## config.mk

```make
export PLATFORM = sky130hd
export DESIGN_NAME = lste_ctrl
export DESIGN_NICKNAME = d
export VERILOG_FILES = /design/src/hdl/lste_pkg.sv /design/src/hdl/lste_ctrl.sv
export SDC_FILE = /design/constraint.sdc
export NUM_CORES = 1
export LEC_CHECK = 0
export ABC_AREA = 0
export BUFFER_PORTS_ARGS = -buffer_cell sky130_fd_sc_hd__buf_2
export CAP_MARGIN = 20
export CORE_UTILIZATION = 41
export CTS_BUF_LIST = sky130_fd_sc_hd__clkbuf_4 sky130_fd_sc_hd__clkbuf_8
export DETAILED_ROUTE_END_ITERATION = 10
export GPL_TIMING_DRIVEN = 0
export PLACE_DENSITY = 0.77
export SKIP_CTS_REPAIR_TIMING = 1
export SLEW_MARGIN = 0
export SYNTH_ARGS = -nofsm -noshare
export SYNTH_HDL_FRONTEND = slang
export SYNTH_SLANG_ARGS = --single-unit
```

## constraint.sdc

```tcl
create_clock -name i_clk -period 1.45 [get_ports i_clk]
set_input_delay 0.2175 -clock i_clk [delete_from_list [all_inputs] [get_ports i_clk]]
set_output_delay 0.2175 -clock i_clk [all_outputs]
set_load 0.05 [all_outputs]
```

## src/hdl/lste_pkg.sv

```systemverilog
// shared types and constants of the lzw string table engine
package lste_pkg;

    localparam int TABLE_ENTRIES = 4096;
    localparam int SLOT_W        = 12;
    localparam int STEP_W        = 13;
    localparam int PRED_W        = 16;
    localparam int FOLL_W        = 8;

    localparam logic [SLOT_W-1:0] SLOT_MASK  = 12'h0FFF;
    localparam logic [SLOT_W-1:0] PROBE_GAP  = 12'd101;
    localparam logic [PRED_W-1:0] HASH_OR    = 16'h0800;
    localparam logic [PRED_W-1:0] ROOT_PRED  = 16'hFFFF;
    localparam int                HASH_LSB   = 6;
    localparam logic [FOLL_W-1:0] ROOT_LAST  = 8'hFF;

    typedef enum logic [1:0] {
        FUNC_LOOKUP = 2'd0,
        FUNC_INSERT = 2'd1,
        FUNC_INIT   = 2'd2,
        FUNC_NOP    = 2'd3
    } t_func;

    typedef struct packed {
        logic              used;
        logic [SLOT_W-1:0] next;
        logic [PRED_W-1:0] pred;
        logic [FOLL_W-1:0] foll;
    } t_entry;

    typedef enum logic [3:0] {
        S_CLEAR,
        S_IDLE,
        S_HASH,
        S_HOME,
        S_LOOKUP,
        S_INS_HOME,
        S_TAIL,
        S_PROBE,
        S_FILL
    } t_state;

    typedef enum logic [2:0] {
        WR_NONE,
        WR_CLEAR,
        WR_HOME,
        WR_LINK,
        WR_CAND
    } t_wr;

    typedef enum logic [2:0] {
        RD_CUR,
        RD_HOME,
        RD_NEXT,
        RD_GAP,
        RD_STEP
    } t_rd;

    typedef enum logic [1:0] {
        RES_NONE,
        RES_CUR,
        RES_CAND,
        RES_FULL
    } t_res;

    typedef struct packed {
        logic load;
        logic root_ld;
        logic root_inc;
        logic hash;
        logic set_home;
        logic walk;
        logic probe_start;
        logic probe_next;
        logic clr_inc;
        logic finish;
        t_res res;
        t_wr  wr;
        t_rd  rd;
    } t_cmd;

    typedef struct packed {
        t_func in_func;
        t_func func;
        logic  init_mode;
        logic  used;
        logic  match;
        logic  next_zero;
        logic  step_last;
        logic  tail_last;
        logic  clr_last;
        logic  root_last;
    } t_sts;

endpackage

```

## src/hdl/lste_ctrl.sv

```systemverilog
// sequencer of the lzw string table engine
module lste_ctrl import lste_pkg::*; (
    input  logic i_clk,
    input  logic i_rst_n,
    input  logic start,
    input  t_sts i_sts,
    output t_cmd o_cmd,
    output logic busy
);

    t_state r_state, n_state;
    t_state w_ins_end;

    // where an insert goes when it is done: next root while seeding, else idle
    assign w_ins_end = (i_sts.init_mode && !i_sts.root_last) ? S_HASH : S_IDLE;

    always_ff @(posedge i_clk) begin
        if (!i_rst_n) begin
            r_state <= S_CLEAR;
        end else begin
            r_state <= n_state;
        end
    end

    always_comb begin
        n_state = r_state;
        unique case (r_state)
            S_CLEAR: begin
                if (i_sts.clr_last) begin
                    n_state = i_sts.init_mode ? S_HASH : S_IDLE;
                end
            end
            S_IDLE: begin
                if (start) begin
                    unique case (i_sts.in_func)
                        FUNC_INIT:                n_state = S_CLEAR;
                        FUNC_LOOKUP, FUNC_INSERT: n_state = S_HASH;
                        default:                  n_state = S_IDLE;
                    endcase
                end
            end
            S_HASH: n_state = S_HOME;
            S_HOME: begin
                n_state = (i_sts.func == FUNC_LOOKUP) ? S_LOOKUP : S_INS_HOME;
            end
            S_LOOKUP: begin
                if (i_sts.match || i_sts.next_zero || i_sts.step_last) begin
                    n_state = S_IDLE;
                end
            end
            S_INS_HOME: begin
                if (!i_sts.used) begin
                    n_state = w_ins_end;
                end else if (i_sts.next_zero) begin
                    n_state = S_PROBE;
                end else begin
                    n_state = S_TAIL;
                end
            end
            S_TAIL: begin
                if (i_sts.next_zero || i_sts.tail_last) begin
                    n_state = S_PROBE;
                end
            end
            S_PROBE: begin
                if (!i_sts.used) begin
                    n_state = S_FILL;
                end else if (i_sts.step_last) begin
                    n_state = w_ins_end;
                end
            end
            S_FILL: n_state = w_ins_end;
            default: n_state = S_IDLE;
        endcase
    end

    always_comb begin
        t_res v_ins_res;
        o_cmd.load        = 1'b0;
        o_cmd.root_ld     = 1'b0;
        o_cmd.root_inc    = 1'b0;
        o_cmd.hash        = 1'b0;
        o_cmd.set_home    = 1'b0;
        o_cmd.walk        = 1'b0;
        o_cmd.probe_start = 1'b0;
        o_cmd.probe_next  = 1'b0;
        o_cmd.clr_inc     = 1'b0;
        o_cmd.finish      = 1'b0;
        o_cmd.res         = RES_NONE;
        o_cmd.wr          = WR_NONE;
        o_cmd.rd          = RD_CUR;
        v_ins_res         = RES_NONE;
        busy              = (r_state != S_IDLE);

        unique case (r_state)
            S_CLEAR: begin
                o_cmd.wr      = WR_CLEAR;
                o_cmd.clr_inc = 1'b1;
                if (i_sts.clr_last && i_sts.init_mode) begin
                    o_cmd.root_ld = 1'b1;
                end
            end
            S_IDLE: begin
                if (start) begin
                    o_cmd.load = 1'b1;
                    if (i_sts.in_func == FUNC_NOP) begin
                        o_cmd.finish = 1'b1;
                    end
                end
            end
            S_HASH: o_cmd.hash = 1'b1;
            S_HOME: begin
                o_cmd.set_home = 1'b1;
                o_cmd.rd       = RD_HOME;
            end
            S_LOOKUP: begin
                if (i_sts.match) begin
                    o_cmd.finish = 1'b1;
                    o_cmd.res    = RES_CUR;
                end else if (i_sts.next_zero || i_sts.step_last) begin
                    o_cmd.finish = 1'b1;
                end else begin
                    o_cmd.walk = 1'b1;
                    o_cmd.rd   = RD_NEXT;
                end
            end
            S_INS_HOME, S_TAIL: begin
                if (r_state == S_INS_HOME && !i_sts.used) begin
                    o_cmd.wr  = WR_HOME;
                    v_ins_res = RES_CUR;
                end else if (i_sts.next_zero || i_sts.tail_last) begin
                    o_cmd.probe_start = 1'b1;
                    o_cmd.rd          = RD_GAP;
                end else begin
                    o_cmd.walk = 1'b1;
                    o_cmd.rd   = RD_NEXT;
                end
            end
            S_PROBE: begin
                if (!i_sts.used) begin
                    o_cmd.wr = WR_LINK;
                end else if (i_sts.step_last) begin
                    v_ins_res = RES_FULL;
                end else begin
                    o_cmd.probe_next = 1'b1;
                    o_cmd.rd         = RD_STEP;
                end
            end
            S_FILL: begin
                o_cmd.wr  = WR_CAND;
                v_ins_res = RES_CAND;
            end
            default: ;
        endcase

        // end of one insert: seeding moves silently to the next root, or ends
        if (v_ins_res != RES_NONE) begin
            if (i_sts.init_mode) begin
                if (i_sts.root_last) begin
                    o_cmd.finish = 1'b1;
                end else begin
                    o_cmd.root_inc = 1'b1;
                end
            end else begin
                o_cmd.finish = 1'b1;
                o_cmd.res    = v_ins_res;
            end
        end
    end

endmodule

```

==> out/qor.csv, run 1 <==
metric;value;unit
Worst EP kind;output port;
Mapped Area;649;um2
num rows;13;
Seq cells post-synth;4;
stop err;[ERROR DPL-0038] Utilization greater than 100%, impossible to legalize;
pre-CTS setup slack;-0.388;ns
last stage reached;global routing (5_1_grt);
Synth top area share;0.123;
clock tree sinks;4;
largest net degree at the start of global routing;11;
CTS root buf;clkbuf_4;
largest cells by area after synthesis;dfxtp_1 (12%), nand2_1 (5.8%), nor2_1 (4.6%);
area leader, netlist;dfxtp_1;
IO buf count;33;
syn nets;108;
Num CTS Buffers;3;
number of synthesized flops with an enable pin;0;
Mapped Cells;93;
Clock Path Buffers;2;
Die Wd;41.8;um
ys async rst share;0;
Die Ht;41.8;um
Mapped Avg Cell Area;6.98;um2
post-synthesis sequential area ratio;0.123;
I/O Pins;34;
Starting Density;0.470;
Synth Warn #;0;
Crit. endpoint post-GRT repair;o_cmd[15];
dominant synthesized flop cell;dfxtp_1;
status;did not finish;
DP Wirelength;1.60;mm
Distinct cells, synth;45;
Placer Congestion;0.826;
# H-tree levels;1;
-- cell usage after synthesis (2+ instances only) --
cell,n
nand4_1,2
dfxtp_1,4
inv_1,7
and2_1,2
nor2_1,8
nand2b_1,3
a31oi_1,2
nor4b_2,2
buf_2,4
nor3_1,3
nor2b_1,2
a21oi_1,3
nor4_1,2
o21ai_0,4
or3_1,2
nand2_1,10
mux2i_1,2
nand3_1,4
-- per-stage QoR --
stage | instance area (um2) | TNS (ns) | std cells
2_1_floorplan | 846 | -3.92 | 93
3_3_place_gp | 1030 | -3.21 | 141
3_5_place_dp | 1030 | -3.42 | 141
4_1_cts | 1050 | -7.88 | 144
-- cell families after synthesis --
logic type | synth area share
mux | 0.0308
simple gates | 0.486
buf+inv | 0.106
flops | 0.123
compound gates | 0.254
==> run 2, diff against run 1 <==
- CORE_AREA: unset -> 2 2 63 65
- CORE_UTILIZATION: 41 -> unset
- CTS_BUF_LIST: sky130_fd_sc_hd__clkbuf_4 sky130_fd_sc_hd__clkbuf_8 -> unset
- DIE_AREA: unset -> 0 0 65 67
- PLACE_DENSITY: 0.77 -> unset
- PLACE_DENSITY_LB_ADDON: unset -> 0.15
- clock period: 1.45 -> 1.9 ns (I/O delays scaled with it)
==> run 2 against run 1 <==
Compared with the run above:
- the flow now finishes, with violations (negative setup slack)
- synthesized cell count unchanged
- synthesized area unchanged
==> out/qor.csv, run 2 <==
metric;value;unit;change
worst hold slack;0.352;ns;
Sequential Area;86.3;um2;
Die Ht;67;um;+60%
multi-input logic area;617;um2;
crit-path cells;buf_6 -> nor4b_4 -> a41oi_2 -> o31a_1 -> buf_4 -> nor2b_4 -> buf_6;;
Reg with most FFs;r_state;;
crit path time final;1.99;ns;
Hold Vio Cnt, Final;0;;
hold path start;i_rst_n;;
num rows;22;;+9
Worst R2R Setup Slack;0.17;ns;
Mapped Cells;93;;unchanged
Arr. time, crit path;1.70;ns;
Starting Density;0.180;;-0.290
IO buf count;33;;unchanged
routed length per placed instance;13.9;um;
Slew HR;0.615;;
Post-DP Area;965;um2;-6.3%
Max Slew Vio Count;0;;
Worst Hold Class;input pin to flip-flop;;
post-synthesis sequential area ratio;0.123;;unchanged
Worst Path Buf+Inv;3;;
largest net degree at the start of global routing;11;;
max frequency;0.503;GHz;
Mapped Avg Cell Area;6.98;um2;unchanged
largest cells by area after synthesis;dfxtp_1 (12%), nand2_1 (5.8%), nor2_1 (4.6%);;
RSZ-0062 raised after global routing;yes;;
Die Wd;65;um;+56%
n_diodes;0;;
final instance area;0.00119;mm2;
Placer Congestion;0.773;;-6.4%
clock tree sinks;4;;unchanged
cells on worst reg2reg path;6;;
number of synthesized flops with an enable pin;0;;unchanged
Synth top cells by count;nand2_1 (10), nor2_1 (8), inv_1 (7);;
Top Registers;r_state (4);;
slowest stage delay, CP;0.34;ns;
Reg2Reg Launch Point;r_state[3];;
CTS root buf;clkbuf_8;;
dominant synthesized flop cell;dfxtp_1;;
most frequent CP cell;buf_6;;
Final WS setup;-0.0877;ns;
Hold Crit Depth;2;;
Via-to-Cell Ratio;4.73;;
Crit path max-delay family;buffers and inverters;;
Distinct cells, synth;45;;unchanged
Num CTS Buffers;3;;unchanged
initial antenna violation count;0;;
DP Wirelength;1.94;mm;+21%
period utilization;1.05;;
Pre-antenna DRT Iters;4;;
fillers;399;;
Final Routed Wirelength;2.60;mm;
sum of negative setup slack;-0.210;ns;
most frequent cells in the layout;buf_2 (23), buf_4 (13), nand2_1 (9);;
gr ovfl total;0;;
drt initial violations;22;;
worst slew pin tran;0.577;ns;
final setup vio count;3;;
top-count cell post-synth;nand2_1;;
critical path endpoint category;output port;;
first-pass GRT wire length;3.94;mm;
pre-CTS setup slack;-0.173;ns;+0.215 ns
Die ar.;0.00436;mm2;
Hold Path Sink;r_state[1];;
Slowest-stage cell, CP;dfxtp_2;;
Routed Antenna Nets;0;;
Synth top area share;0.123;;unchanged
Synth Warn #;0;;unchanged
total vias in the final route;885;;
area grow syn2layout;82.7;%;
pwr dens;1390;mW/mm2;
layout cell share with drive strength beyond 1;0.561;;
max reg flops;4;;
GRT Resource Usage Total;0.116;;
failing checks;negative setup slack;;
Startpoint Class;flip-flop;;
kind of critical path;flip-flop to output port;;
Seq cells post-synth;4;;unchanged
Max-Cap Viols;0;;
worst skew pair latency;0.21;ns;
clk_skew;0.00149;ns;
Req. time, crit path;1.62;ns;
DRC viols;0;;
Clock Path Buffers;2;;unchanged
# H-tree levels;1;;unchanged
vias in the first global route;834;;
syn nets;108;;unchanged
area leader, netlist;dfxtp_1;;
status;finished, violations left;;
Peak VDD IR;0.426;mV;
core footprint;0.00361;mm2;
I/O Pins;34;;unchanged
clk slew on worst S/H paths;0.03;ns;
commonest non-fill, non-tap cell in the layout;buf_2;;
Mapped Area;649;um2;unchanged
nets;156;;
TritonCTS clock tree;built;;
R2R Path End;r_state[1];;
crit-path max FO;5;;
ys async rst share;0;;unchanged
Pleak;0.000545;uW;
## run 2: cell counts after synthesis
Identical to the previous run, type by type.
## run 2: worst register-to-register path, stage by stage (launching register included)
cell	delay, ns
dfxtp_2	0.34
clkbuf_4	0.21
nor4b_4	0.36
nand2_2	0.14
buf_4	0.17
and4_4	0.16
o221a_1	0.23
## run 2: cell families after synthesis
group / after synthesis / synth area share
compound gates: 22 / 0.254
buf+inv: 14 / 0.106
flops: 4 / 0.123
mux: 2 / 0.0308
simple gates: 51 / 0.486
## run 2: worst max path at each step
stage	cells past startpoint	end	startpoint	slack, ns
floorplan	4	o_cmd[16]	r_state[1]	-0.60
global placement	7	o_cmd[8]	r_state[2]	-0.18
detailed placement	7	o_cmd[8]	r_state[2]	-0.17
CTS	7	o_cmd[8]	r_state[2]	-0.40
global route	7	o_cmd[15]	r_state[1]	-0.14
finish	7	o_cmd[15]	r_state[1]	-0.09
## run 2: power by group
part / leakage, uW / switching, uW / internal, uW
clock network: 0.0000216 / 38.6 / 135
registers: 0.0000343 / 38.9 / 120
logic: 0.000490 / 788 / 530
total: 0.000545 / 865 / 785
## run 2: through the flow
stage	total power, uW	instances	util
finish	1650	187	0.329
global route	1760	187	0.329
CTS	1450	177	0.279
detailed placement	1270	174	0.268
global placement	1270	174	0.268
floorplan	1040	93	-
## run 2: final cells by class
type                    instances  area share
well taps                      48      0.0506
multi-input cells              75       0.520
clock buffers                   3      0.0348
inverters                       7      0.0222
repair buffers                 43       0.242
plain buffers                   7      0.0580
flip-flops and latches          4      0.0728
## run 2: per-layer routing
layer	wire length [um]	up-vias	global-route usage	part of all wire
met5	0	-	0	0
met4	0	0	0.0160	0
met3	92	0	0.0152	0.035
met2	1320	20	0.196	0.51
met1	1190	421	0.159	0.46
li1	-	444	-	-
Power figures use the tool's default switching activity.
